File: src/rtl/sfr_pkg.sv
`timescale 1ns / 1ps

package sfr_pkg;

  localparam int BYTE_W  = 8;
  localparam int PDATA_W = 32;
  localparam int PADDR_W = 5;

  // Result action codes
  typedef enum logic [1:0] {
    ACT_DROP    = 2'd0,
    ACT_FRAME   = 2'd1,
    ACT_RT      = 2'd2,
    ACT_RT_DROP = 2'd3
  } sfr_action_t;

  // Configuration register indexes (byte address is 4 times the index)
  typedef enum logic [2:0] {
    REG_START_BYTE  = 3'd0,
    REG_END_BYTE    = 3'd1,
    REG_RT_LOW      = 3'd2,
    REG_RT_HIGH     = 3'd3,
    REG_RT_ACCEPT   = 3'd4
  } sfr_reg_t;

  localparam logic [BYTE_W-1:0] START_BYTE_RST = 8'd240;
  localparam logic [BYTE_W-1:0] END_BYTE_RST   = 8'd247;
  localparam logic [BYTE_W-1:0] RT_LOW_RST     = 8'd248;
  localparam logic [BYTE_W-1:0] RT_HIGH_RST    = 8'd252;
  localparam logic              RT_ACCEPT_RST  = 1'b0;

  typedef struct packed {
    logic [BYTE_W-1:0] start_byte;
    logic [BYTE_W-1:0] end_byte;
    logic [BYTE_W-1:0] realtime_low;
    logic [BYTE_W-1:0] realtime_high;
    logic              realtime_accept;
  } sfr_cfg_t;

  typedef struct packed {
    sfr_action_t action;
    logic        frame_complete;
    logic        overflow;
    logic        frame_open_next;
  } sfr_flags_t;

endpackage

File: src/rtl/sfr_if.sv
`timescale 1ns / 1ps

// Input channel: one received byte and the consumer read position per beat
interface sfr_in_if #(
  parameter int FRAME_AW = 7
);
  logic                       valid;
  logic                       ready;
  logic [sfr_pkg::BYTE_W-1:0] rx_byte;
  logic [FRAME_AW-1:0]        consumer_index;

  modport source (output valid, rx_byte, consumer_index, input ready);
  modport sink   (input valid, rx_byte, consumer_index, output ready);
endinterface

// Output channel: one result per accepted byte
interface sfr_out_if #(
  parameter int FRAME_AW = 7,
  parameter int ADDR_W   = 7
);
  logic                       valid;
  logic                       ready;
  logic [1:0]                 action;
  logic [ADDR_W-1:0]          write_addr;
  logic [sfr_pkg::BYTE_W-1:0] write_data;
  logic [FRAME_AW-1:0]        frame_end_index;
  logic                       frame_complete;
  logic                       overflow;
  logic                       in_frame;

  modport source (output valid, action, write_addr, write_data, frame_end_index,
                  frame_complete, overflow, in_frame, input ready);
  modport sink   (input valid, action, write_addr, write_data, frame_end_index,
                  frame_complete, overflow, in_frame, output ready);
endinterface

File: src/rtl/serial_frame_receiver_realtime_bypass_top.sv
`timescale 1ns / 1ps

// Serial frame receiver with realtime bypass. Each input beat carries one received
// byte and the consumer's read index; each produces exactly one result beat with
// the ring write it causes (frame ring, realtime ring, or none), the end index of
// completed frames, the frame-complete and overflow flags and the framing state.
// Bytes in [realtime_low, realtime_high] go to the realtime ring when
// realtime_accept is set and never touch the framer. A byte passes through an
// input register and a result register, so its result is presented from the result
// register once it leaves the input register, and a new byte is taken every cycle
// while the output is drained; the rate is set by the framer update between the two
// registers.
// Configuration registers sit at byte addresses 0, 4, 8, 12 and 16 on the APB
// port; pready is always high, and registers should be written only while idle.
module serial_frame_receiver_realtime_bypass_top #(
  parameter int FRAME_RING_DEPTH    = 128,
  parameter int REALTIME_RING_DEPTH = 16
) (
  input  logic                        clk,
  input  logic                        rst,
  sfr_in_if.sink                      in_ch,
  sfr_out_if.source                   out_ch,
  input  logic                        psel,
  input  logic                        penable,
  input  logic                        pwrite,
  input  logic [sfr_pkg::PADDR_W-1:0] paddr,
  input  logic [sfr_pkg::PDATA_W-1:0] pwdata,
  output logic [sfr_pkg::PDATA_W-1:0] prdata,
  output logic                        pready
);

  localparam int FRAME_AW = $clog2(FRAME_RING_DEPTH);
  localparam int RT_AW    = $clog2(REALTIME_RING_DEPTH);
  localparam int ADDR_W   = (FRAME_AW > RT_AW) ? FRAME_AW : RT_AW;

  sfr_pkg::sfr_cfg_t cfg;

  // Framer state
  logic                frame_open;
  logic [FRAME_AW-1:0] frame_idx;
  logic [FRAME_AW-1:0] end_pos;
  logic [RT_AW-1:0]    rt_idx;

  // Input register
  logic                       s1_valid;
  logic [sfr_pkg::BYTE_W-1:0] s1_rx;
  logic [FRAME_AW-1:0]        s1_consumer;

  // Result register
  logic                       out_valid;
  sfr_pkg::sfr_action_t       out_action;
  logic [ADDR_W-1:0]          out_addr;
  logic [sfr_pkg::BYTE_W-1:0] out_data;
  logic [FRAME_AW-1:0]        out_end;
  logic                       out_complete;
  logic                       out_ovf;
  logic                       out_in_frame;

  sfr_pkg::sfr_flags_t        step_flags;
  logic [FRAME_AW-1:0]        frame_idx_next;
  logic [FRAME_AW-1:0]        end_pos_next;
  logic [RT_AW-1:0]           rt_idx_next;
  logic [ADDR_W-1:0]          step_addr;
  logic [sfr_pkg::BYTE_W-1:0] step_data;

  logic out_free;
  logic s1_fire;
  logic in_fire;
  logic cfg_write;

  assign out_free = !out_valid || out_ch.ready;
  assign s1_fire  = s1_valid && out_free;
  assign in_ch.ready = !s1_valid || out_free;
  assign in_fire  = in_ch.valid && in_ch.ready;

  // APB register writes
  assign pready    = 1'b1;
  assign cfg_write = psel && penable && pwrite;

  always_ff @(posedge clk) begin
    if (rst) begin
      cfg.start_byte      <= sfr_pkg::START_BYTE_RST;
      cfg.end_byte        <= sfr_pkg::END_BYTE_RST;
      cfg.realtime_low    <= sfr_pkg::RT_LOW_RST;
      cfg.realtime_high   <= sfr_pkg::RT_HIGH_RST;
      cfg.realtime_accept <= sfr_pkg::RT_ACCEPT_RST;
    end else if (cfg_write) begin
      case (paddr[4:2])
        sfr_pkg::REG_START_BYTE: cfg.start_byte      <= pwdata[7:0];
        sfr_pkg::REG_END_BYTE:   cfg.end_byte        <= pwdata[7:0];
        sfr_pkg::REG_RT_LOW:     cfg.realtime_low    <= pwdata[7:0];
        sfr_pkg::REG_RT_HIGH:    cfg.realtime_high   <= pwdata[7:0];
        sfr_pkg::REG_RT_ACCEPT:  cfg.realtime_accept <= pwdata[0];
        default: ;
      endcase
    end
  end

  // APB register reads
  always_comb begin
    case (paddr[4:2])
      sfr_pkg::REG_START_BYTE: prdata = sfr_pkg::PDATA_W'(cfg.start_byte);
      sfr_pkg::REG_END_BYTE:   prdata = sfr_pkg::PDATA_W'(cfg.end_byte);
      sfr_pkg::REG_RT_LOW:     prdata = sfr_pkg::PDATA_W'(cfg.realtime_low);
      sfr_pkg::REG_RT_HIGH:    prdata = sfr_pkg::PDATA_W'(cfg.realtime_high);
      sfr_pkg::REG_RT_ACCEPT:  prdata = sfr_pkg::PDATA_W'(cfg.realtime_accept);
      default:                 prdata = '0;
    endcase
  end

  // Capture the input beat
  always_ff @(posedge clk) begin
    if (rst) begin
      s1_valid <= 1'b0;
    end else if (in_ch.ready) begin
      s1_valid <= in_ch.valid;
    end
  end

  always_ff @(posedge clk) begin
    if (in_fire) begin
      s1_rx       <= in_ch.rx_byte;
      s1_consumer <= in_ch.consumer_index;
    end
  end

  sfr_step #(
    .FRAME_RING_DEPTH    (FRAME_RING_DEPTH),
    .REALTIME_RING_DEPTH (REALTIME_RING_DEPTH),
    .FRAME_AW            (FRAME_AW),
    .RT_AW               (RT_AW),
    .ADDR_W              (ADDR_W)
  ) u_step (
    .cfg            (cfg),
    .frame_open     (frame_open),
    .frame_idx      (frame_idx),
    .end_pos        (end_pos),
    .rt_idx         (rt_idx),
    .rx_byte        (s1_rx),
    .consumer_index (s1_consumer),
    .flags          (step_flags),
    .frame_idx_next (frame_idx_next),
    .end_pos_next   (end_pos_next),
    .rt_idx_next    (rt_idx_next),
    .write_addr     (step_addr),
    .write_data     (step_data)
  );

  // Advance framer state as each byte leaves the input register
  always_ff @(posedge clk) begin
    if (rst) begin
      frame_open <= 1'b0;
      frame_idx  <= '0;
      end_pos    <= '0;
      rt_idx     <= '0;
    end else if (s1_fire) begin
      frame_open <= step_flags.frame_open_next;
      frame_idx  <= frame_idx_next;
      end_pos    <= end_pos_next;
      rt_idx     <= rt_idx_next;
    end
  end

  // Result register
  always_ff @(posedge clk) begin
    if (rst) begin
      out_valid <= 1'b0;
    end else if (out_free) begin
      out_valid <= s1_valid;
    end
  end

  always_ff @(posedge clk) begin
    if (s1_fire) begin
      out_action   <= step_flags.action;
      out_addr     <= step_addr;
      out_data     <= step_data;
      out_end      <= end_pos_next;
      out_complete <= step_flags.frame_complete;
      out_ovf      <= step_flags.overflow;
      out_in_frame <= step_flags.frame_open_next;
    end
  end

  assign out_ch.valid           = out_valid;
  assign out_ch.action          = out_action;
  assign out_ch.write_addr      = out_addr;
  assign out_ch.write_data      = out_data;
  assign out_ch.frame_end_index = out_end;
  assign out_ch.frame_complete  = out_complete;
  assign out_ch.overflow        = out_ovf;
  assign out_ch.in_frame        = out_in_frame;

endmodule

File: src/rtl/sfr_step.sv
`timescale 1ns / 1ps

// Classify one byte, run the framer and work out the ring writes and next indexes
module sfr_step #(
  parameter int FRAME_RING_DEPTH    = 128,
  parameter int REALTIME_RING_DEPTH = 16,
  parameter int FRAME_AW            = 7,
  parameter int RT_AW               = 4,
  parameter int ADDR_W              = 7
) (
  input  sfr_pkg::sfr_cfg_t          cfg,
  input  logic                       frame_open,
  input  logic [FRAME_AW-1:0]        frame_idx,
  input  logic [FRAME_AW-1:0]        end_pos,
  input  logic [RT_AW-1:0]           rt_idx,
  input  logic [sfr_pkg::BYTE_W-1:0] rx_byte,
  input  logic [FRAME_AW-1:0]        consumer_index,
  output sfr_pkg::sfr_flags_t        flags,
  output logic [FRAME_AW-1:0]        frame_idx_next,
  output logic [FRAME_AW-1:0]        end_pos_next,
  output logic [RT_AW-1:0]           rt_idx_next,
  output logic [ADDR_W-1:0]          write_addr,
  output logic [sfr_pkg::BYTE_W-1:0] write_data
);

  localparam logic [FRAME_AW:0] FRAME_DEPTH_W = (FRAME_AW+1)'(FRAME_RING_DEPTH);
  localparam logic [FRAME_AW-1:0] FRAME_LAST = FRAME_AW'(FRAME_RING_DEPTH - 1);
  localparam logic [RT_AW:0] RT_DEPTH_W = (RT_AW+1)'(REALTIME_RING_DEPTH);

  logic [FRAME_AW:0]   frame_plus1;
  logic [FRAME_AW:0]   frame_plus2;
  logic [FRAME_AW-1:0] frame_inc;
  logic [FRAME_AW-1:0] end_calc;
  logic [RT_AW:0]      rt_plus1;
  logic [RT_AW-1:0]    rt_inc;
  logic                is_rt;
  logic                store;
  logic [FRAME_AW-1:0] before_end;

  // Wrapping index arithmetic
  assign frame_plus1 = {1'b0, frame_idx} + (FRAME_AW+1)'(1);
  assign frame_plus2 = {1'b0, frame_idx} + (FRAME_AW+1)'(2);
  assign frame_inc   = (frame_plus1 >= FRAME_DEPTH_W) ? '0 : frame_plus1[FRAME_AW-1:0];
  assign end_calc    = (frame_plus2 >= FRAME_DEPTH_W) ?
                       FRAME_AW'(frame_plus2 - FRAME_DEPTH_W) : frame_plus2[FRAME_AW-1:0];
  assign rt_plus1    = {1'b0, rt_idx} + (RT_AW+1)'(1);
  assign rt_inc      = (rt_plus1 >= RT_DEPTH_W) ? '0 : rt_plus1[RT_AW-1:0];

  assign is_rt = (rx_byte >= cfg.realtime_low) && (rx_byte <= cfg.realtime_high);

  // Slot just before the end index, taken after any close by this byte
  assign before_end = (end_pos_next == '0) ? FRAME_LAST : end_pos_next - FRAME_AW'(1);

  always_comb begin
    flags.action          = sfr_pkg::ACT_DROP;
    flags.frame_complete  = 1'b0;
    flags.overflow        = 1'b0;
    flags.frame_open_next = frame_open;
    frame_idx_next        = frame_idx;
    end_pos_next          = end_pos;
    rt_idx_next           = rt_idx;
    write_addr            = '0;
    write_data            = '0;
    store                 = 1'b0;

    if (is_rt) begin
      // Realtime bytes bypass the framer
      if (cfg.realtime_accept) begin
        flags.action = sfr_pkg::ACT_RT;
        write_addr   = ADDR_W'(rt_idx);
        write_data   = rx_byte;
        rt_idx_next  = rt_inc;
      end else begin
        flags.action = sfr_pkg::ACT_RT_DROP;
      end
    end else begin
      store = 1'b1;
      if (!frame_open) begin
        if (rx_byte == cfg.start_byte) begin
          flags.frame_open_next = 1'b1;
        end else begin
          store = 1'b0;
        end
      end else if (rx_byte == cfg.end_byte) begin
        end_pos_next          = end_calc;
        flags.frame_open_next = 1'b0;
        flags.frame_complete  = 1'b1;
      end else if (rx_byte == cfg.start_byte) begin
        // Repeated start: drop and return to idle
        store                 = 1'b0;
        flags.frame_open_next = 1'b0;
      end

      if (store) begin
        flags.action   = sfr_pkg::ACT_FRAME;
        write_addr     = ADDR_W'(frame_idx);
        write_data     = rx_byte;
        frame_idx_next = frame_inc;
        flags.overflow = (frame_inc == consumer_index) && (frame_inc != before_end);
      end
    end
  end

endmodule

File: src/flat_wrapper.sv
// flat-port wrapper written by rule: the top's interface ports become plain ports
module serial_frame_receiver_realtime_bypass_top_flat 
#(
  parameter int FRAME_RING_DEPTH    = 128,
  parameter int REALTIME_RING_DEPTH = 16
)
  (clk, rst, psel, penable, pwrite, paddr, pwdata, prdata, pready, in_ch_valid, in_ch_rx_byte, in_ch_consumer_index, in_ch_ready, out_ch_valid, out_ch_action, out_ch_write_addr, out_ch_write_data, out_ch_frame_end_index, out_ch_frame_complete, out_ch_overflow, out_ch_in_frame, out_ch_ready);
  sfr_in_if in_ch_i ();
  sfr_out_if out_ch_i ();
  input  logic clk;
  input  logic rst;
  input  logic psel;
  input  logic penable;
  input  logic pwrite;
  input  logic [sfr_pkg::PADDR_W-1:0] paddr;
  input  logic [sfr_pkg::PDATA_W-1:0] pwdata;
  output logic [sfr_pkg::PDATA_W-1:0] prdata;
  output logic pready;
  input wire logic [$bits(in_ch_i.valid)-1:0] in_ch_valid;
  input wire logic [$bits(in_ch_i.rx_byte)-1:0] in_ch_rx_byte;
  input wire logic [$bits(in_ch_i.consumer_index)-1:0] in_ch_consumer_index;
  output wire logic [$bits(in_ch_i.ready)-1:0] in_ch_ready;
  output wire logic [$bits(out_ch_i.valid)-1:0] out_ch_valid;
  output wire logic [$bits(out_ch_i.action)-1:0] out_ch_action;
  output wire logic [$bits(out_ch_i.write_addr)-1:0] out_ch_write_addr;
  output wire logic [$bits(out_ch_i.write_data)-1:0] out_ch_write_data;
  output wire logic [$bits(out_ch_i.frame_end_index)-1:0] out_ch_frame_end_index;
  output wire logic [$bits(out_ch_i.frame_complete)-1:0] out_ch_frame_complete;
  output wire logic [$bits(out_ch_i.overflow)-1:0] out_ch_overflow;
  output wire logic [$bits(out_ch_i.in_frame)-1:0] out_ch_in_frame;
  input wire logic [$bits(out_ch_i.ready)-1:0] out_ch_ready;
  assign in_ch_i.valid = in_ch_valid;
  assign in_ch_i.rx_byte = in_ch_rx_byte;
  assign in_ch_i.consumer_index = in_ch_consumer_index;
  assign in_ch_ready = in_ch_i.ready;
  assign out_ch_valid = out_ch_i.valid;
  assign out_ch_action = out_ch_i.action;
  assign out_ch_write_addr = out_ch_i.write_addr;
  assign out_ch_write_data = out_ch_i.write_data;
  assign out_ch_frame_end_index = out_ch_i.frame_end_index;
  assign out_ch_frame_complete = out_ch_i.frame_complete;
  assign out_ch_overflow = out_ch_i.overflow;
  assign out_ch_in_frame = out_ch_i.in_frame;
  assign out_ch_i.ready = out_ch_ready;
  serial_frame_receiver_realtime_bypass_top #(.FRAME_RING_DEPTH(FRAME_RING_DEPTH), .REALTIME_RING_DEPTH(REALTIME_RING_DEPTH)) u_core (.clk(clk), .rst(rst), .in_ch(in_ch_i), .out_ch(out_ch_i), .psel(psel), .penable(penable), .pwrite(pwrite), .paddr(paddr), .pwdata(pwdata), .prdata(prdata), .pready(pready));
endmodule
File: config.mk
export PLATFORM = sky130hd
export DESIGN_NAME = serial_frame_receiver_realtime_bypass_top_flat
export DESIGN_NICKNAME = d
export VERILOG_FILES = /design/src/rtl/sfr_pkg.sv /design/src/rtl/sfr_if.sv /design/src/rtl/serial_frame_receiver_realtime_bypass_top.sv /design/src/rtl/sfr_step.sv /design/src/flat_wrapper.sv
export SDC_FILE = /design/constraint.sdc
export NUM_CORES = 1
export LEC_CHECK = 0
export ABC_AREA = 1
export BUFFER_PORTS_ARGS = -buffer_cell sky130_fd_sc_hd__buf_2
export CAP_MARGIN = 20
export CORE_MARGIN = 3
export CORE_UTILIZATION = 55
export DETAILED_ROUTE_END_ITERATION = 16
export PLACE_DENSITY = 0.81
export SLEW_MARGIN = 10
export SYNTH_ARGS = -nofsm -noshare
export SYNTH_HDL_FRONTEND = slang
export SYNTH_SLANG_ARGS = --single-unit
File: constraint.sdc
create_clock -name clk -period 5.51 [get_ports clk]
set_clock_uncertainty 0.05 [all_clocks]
set_input_delay 1.3775 -clock clk [delete_from_list [all_inputs] [get_ports clk]]
set_output_delay 1.3775 -clock clk [all_outputs]
set_load 0.05 [all_outputs]
# Word level (Yosys, flattened, before mapping)
# Cells that the tools add are included.
[totals]
in_bits = 59
elab_cells = 88
output_inout_bits = 62
ff_bits = 96
[classes]
n_bitwise = 3
n_mux = 26
magnitude_cmp = 5
eq_ne = 8
n_addsub = 5
reduce_logical = 21
[op_table]
columns = ["cell", "count"]
rows = [
  ["two-way mux 7 bit", 8],
  ["one-hot mux 8 bit (5 select lines)", 1],
  ["two-way mux 8 bit", 3],
  ["== test 8 bit", 2],
  [">= comparator 8 bit (second input constant)", 2],
  ["subtractor 7 x 1 -> 7 bit (second input constant)", 2],
  ["two-way mux 1 bit", 11],
  ["AND reduction 2 bit", 5],
  ["adder 7 x 1 -> 8 bit (second input constant)", 1],
  ["adder 7 x 2 -> 8 bit (second input constant)", 1],
  [">= comparator 8 bit", 1],
  ["<= comparator 8 bit", 1],
  ["two-way mux 4 bit", 2],
  ["== test 7 bit", 1],
  ["zero test 7 bit", 1],
  ["inequality test 7 bit", 1],
  ["== test 3 x 2 -> 1 bit (second input constant)", 2],
  ["logical AND 1 bit", 6],
  ["AND reduction 3 bit", 2],
  ["adder 4 x 1 -> 5 bit (second input constant)", 1],
  [">= comparator 5 bit (second input constant)", 1],
  ["OR reduction 2 bit", 2],
  ["== test 3 x 1 -> 1 bit (second input constant)", 1],
  ["== test 3 bit (second input constant)", 1],
  ["5 further kinds", 9],
]

# Longest topological paths before layout
[logic_depth]
ltp_word = 10
depth_mapped = 25
ltp_nobuf = 24

# Hierarchy
# Synthesis repeated with hierarchy kept, for this count alone.
[unflattened]
hier_cells = 748
hier_area_um2 = 5710.5
[by_module_without_submodules]
columns = ["mod", "n_inst", "seq_area_each_um2", "area_per_inst_um2", "cells_each"]
rows = [
  ["serial_frame_receiver_realtime_bypass_top", 1, 2342.2, 3836.2, 417],
  ["sfr_step", 1, 0.0, 1874.3, 331],
]

# Worst setup path before layout
# No wires, ideal clock.
[synth_path]
path_kind = "input-to-output"
startpoint = "input paddr[4] (netlist bit)"
endpoint = "output prdata[1] (netlist bit)"
required_ns = 4.083
n_path_buf = 1
path_slack_ns = 1.358
stages = 4
arrival_time_ns = 2.724
cell_sequence = "clkbuf_1 -> nor3_1 -> inv_1 -> o2111ai_1"
[synth_between]
elab_chain_len = 2
word_cells_on_any_way = 6
classes_between = "eq/ne: 4; mux: 1; reduce/logical: 1"
[synth_rtl]
columns = ["element", "line", "text"]
rows = [
  ["start: declaration", "flat_wrapper.sv:15", "input logic [sfr_pkg::PADDR_W-1:0] paddr;"],
  ["== test 3 bit, or another cell as far along", "serial_frame_receiver_realtime_bypass_top.sv:101", "case (paddr[4:2])"],
  ["one-hot mux 8 bit (5 select lines) *", "serial_frame_receiver_realtime_bypass_top.sv:101", ""],
  ["end: declaration", "flat_wrapper.sv:17", "output logic [sfr_pkg::PDATA_W-1:0] prdata;"],
]
# Every way passes the cells marked *; elsewhere a longest branch is shown, timed or not.

# Worst setup path after layout
[layout_path]
startpoint = "input paddr[3] (netlist bit)"
endpoint = "output prdata[0] (netlist bit)"
# Same word-level chain as after synthesis.

==> run_results.csv <==
group,metric,value,unit
timing,rsz0062_at_grt,"false",
min_path,hold_path_end,"u_core.cfg[2]$_SDFFE_PP0P_",
cts,hold_buffers,0,
timing,worstMarginPinSlew,994,ps
power,p_per_area,265,mW/mm^2
setup_path,rrSetupSlack,2030,ps
setup_path,cp.required,4080,ps
die,die_w,103,um
cts,clk_pin_slew,80,ps
route,postRouteAntennaNets,0,
global_route,grt_pass1_wl,17.9,mm
synth,syn-cell-area,0.00516,mm^2
route,wirelength,11.5,mm
timing,setup_viol,0,
synth,async_flop_share,0,
route,first_pass_iters,5,
route,post_drt_wl_per_cell,14.2,um
global_route,grt_antenna_before_repair,0,
synth,yosys-mux-area-fraction,0,
place,dp_hpwl,8.64,mm
synth,ys_seq_elements,96,
setup_path,crit_fanout,9,
die,placementRows,34,
synth,synth-compound-area-share,0.109,
synth,synth_edf_count,42,
synth,ys_seq_area_frac,0.454,
synth,ys_types,41,
setup_path,path_class,"in2out",
setup_path,r2r-end,"u_core.out_ch.overflow$_SDFFCE_PN0P_",
min_path,min_from,"u_core.cfg[2]$_SDFFE_PP0P_",
timing,tns,0,ps
die,design.core.area,0.00893,mm^2
power,p_switching,0.000461,W
layout,layout_commonest_cell,"nand2_1",
route,vias,4308,
cts,cts_tree,"yes",
layout,instances_no_fill,807,
global_route,grt_pass1_vias,3753,
cts,cts_buffer_depth,2,
die,initial_core_util,0.578,
power,power.leakage,2.72,nW
timing,min_period,4380,ps
place,numPortBuffers,69,
cts,ctsResizeCount,0,
synth,synthXorXnorAreaFrac,0.0424,
setup_path,endpoint_kind,"primary output",
global_route,grt_max_degree,42,
timing,hold_violations,0,
timing,slew_violations,0,
setup_path,worst-r2r-cell-count,19,
cts,cts_buffers,9,
place,place.gp.congestion,0.907,
power,power.internal,0.00105,W
route,drc_errors,0,
power,ir_drop,0.163,mV
layout,drive_gt1_frac,0.159,
die,io_pins,121,
synth,yosys_warnings,0,
timing,fmax,0.228,GHz
setup_path,critPathArrivalTime,2950,ps
setup_path,start_kind,"input port",
global_route,grt-ovfl-total,0,
route,dr.first_iter.drc_count,431,
power,p_sw_frac,0.306,
min_path,hold_path.class,"reg2reg",
layout,area_growth,10.3,%
timing,timing.final.crit_share,0.795,
synth,synth_adder_area_share,0.0485,
route,viasPerCell,5.34,
power,power.share.sequential,0.522,
cts,htreeDepth,3,
cts,cts.sinks,96,
run_status,outcome,"completed",
die,die_area,0.0106,mm^2
cts,cts_setup_buffers,0,
layout,final_cell_mix,"nand2_1 (139), inv_1 (86), buf_2 (69), dfxtp_1 (54), nor2_1 (50)",
synth,postSynthAreaPerCell,8.22,um^2
power,share_comb_of_total_power,0.175,
min_path,whs_path_depth,2,
power,pwr-share-clk,0.303,
place,dp.cells,790,
synth,synth_top_family_by_area,"simple AND/OR/NAND/NOR gates",
global_route,grtUsageTotal,0.218,
layout,diodes,0,
cts,clock_latency,370,ps
synth,synth_cells,628,
synth,synth_ff_type,"dfxtp_1",
setup_path,reg2reg_from,"u_core.s1_rx[7]$_DFFE_PP_",
timing,max_slew_margin,0.332,
synth,synth_simple_gate_area_share,0.231,
die,dieHeight,103,um
flow_run,drv_cap,0,
cts,cts-root-buf,"clkbuf_8",
layout,fin_nets,773,
[worst max-delay path: stages]
cell     delay, ps
buf_2          110
inv_1           60
nor3_1         790
a32o_1         230
inv_1           50
nand4_1         70
buf_2          270
[routing by layer]
metal | track usage | wire [um] | vias up
met3 | 0.0379 | 978 | 18
met4 | 0.0737 | 168 | 0
met2 | 0.338 | 5160 | 194
met1 | 0.310 | 5160 | 1956
li1 | - | - | 2140
met5 | 0 | 0 | -
[state kept, by name, summed over array words and instances, names as in the netlist, 2 cells and up]
| register | cells |
|---|---|
| u_core.s1_rx | 8 |
| u_core.out_ch.frame_end_index | 7 |
| u_core.frame_idx | 7 |
| u_core.rt_idx | 4 |
| u_core.out_ch.write_data | 8 |
| u_core.s1_consumer | 7 |
| u_core.cfg | 33 |
| u_core.end_pos | 7 |
| u_core.out_ch.write_addr | 7 |
| u_core.out_ch.action | 2 |
[cell families after synthesis]
family	count (synthesis)
xor gates and xnor gates	25
buffers and inverters	127
DFF	96
AOI/OAI and AO/OA	93
other	2
and+or+nand+nor	265
adders and majority gates	20
[stage by stage]
| stage | hold slack (ps) | cell area [um^2] | total power (W) | utilization | setup slack, ps |
|---|---|---|---|---|---|
| CTS | 441 | 5670 | 0.00150 | 0.634 | 1160 |
| floorplan | 387 | 5250 | 0.00102 | - | 1360 |
| detailed placement | 429 | 5480 | 0.00106 | 0.613 | 1160 |
| global placement | 423 | 5480 | 0.00105 | 0.613 | 1190 |
| finish | 444 | 5700 | 0.00151 | 0.638 | 1130 |
| global route | 480 | 5700 | 0.00156 | 0.638 | 996 |
[synthesized netlist by cell type, types with 2 or more instances]
master | instances | area [um^2]
nor3_1 | 8 | 40.0
nand3b_1 | 2 | 15.0
or2_2 | 5 | 31.3
dfxtp_1 | 54 | 1080
o2111ai_1 | 7 | 61.3
nand4_1 | 7 | 43.8
o22ai_1 | 4 | 25.0
nand2_4 | 3 | 33.8
o211ai_1 | 13 | 97.6
nand2_2 | 7 | 43.8
conb_1 | 2 | 7.51
xnor2_1 | 14 | 123
inv_1 | 86 | 323
buf_2 | 2 | 10.0
a21oi_1 | 27 | 135
clkbuf_1 | 9 | 33.8
inv_2 | 3 | 11.3
ha_1 | 20 | 250
a211oi_1 | 2 | 15.0
nor2_2 | 3 | 18.8
xor2_1 | 11 | 96.3
buf_4 | 26 | 195
o21ai_0 | 31 | 155
nand2_1 | 139 | 522
nand3_1 | 35 | 175
nor2_8 | 2 | 40.0
edfxtp_1 | 42 | 1260
nor3_2 | 2 | 20.0
nor2_1 | 50 | 188
[worst max path at each step]
stage / startpoint / endpoint / slack, ps / cells past startpoint
final: paddr[3] / prdata[0] / 1130 / 7
after global routing: paddr[3] / prdata[3] / 1000 / 6
after CTS: paddr[3] / prdata[0] / 1160 / 7
after detailed placement: paddr[3] / prdata[0] / 1160 / 7
after global placement: paddr[4] / prdata[0] / 1190 / 6
after floorplan: paddr[4] / prdata[1] / 1360 / 4
[layout make-up]
cell class / instances / area (um^2)
clock inverter: 5 / 57.6
fill: 732 / 3240
multi-input combinational: 428 / 2320
tap: 108 / 135
sequential: 96 / 2340
inverter: 89 / 334
timing repair buffer: 70 / 373
clock buffer: 11 / 131
[power groups by stage]
stage | Clock [W] | Sequential [W] | Combinational [W]
2_1_floorplan | 0 | 0.000832 | 0.000186
3_3_place_gp | 0 | 0.000802 | 0.000253
3_5_place_dp | 0 | 0.000803 | 0.000259
4_1_cts | 0.000457 | 0.000787 | 0.000261
5_1_grt | 0.000480 | 0.000790 | 0.000287
6_report | 0.000457 | 0.000787 | 0.000264
(Power assumes the default switching activity.)
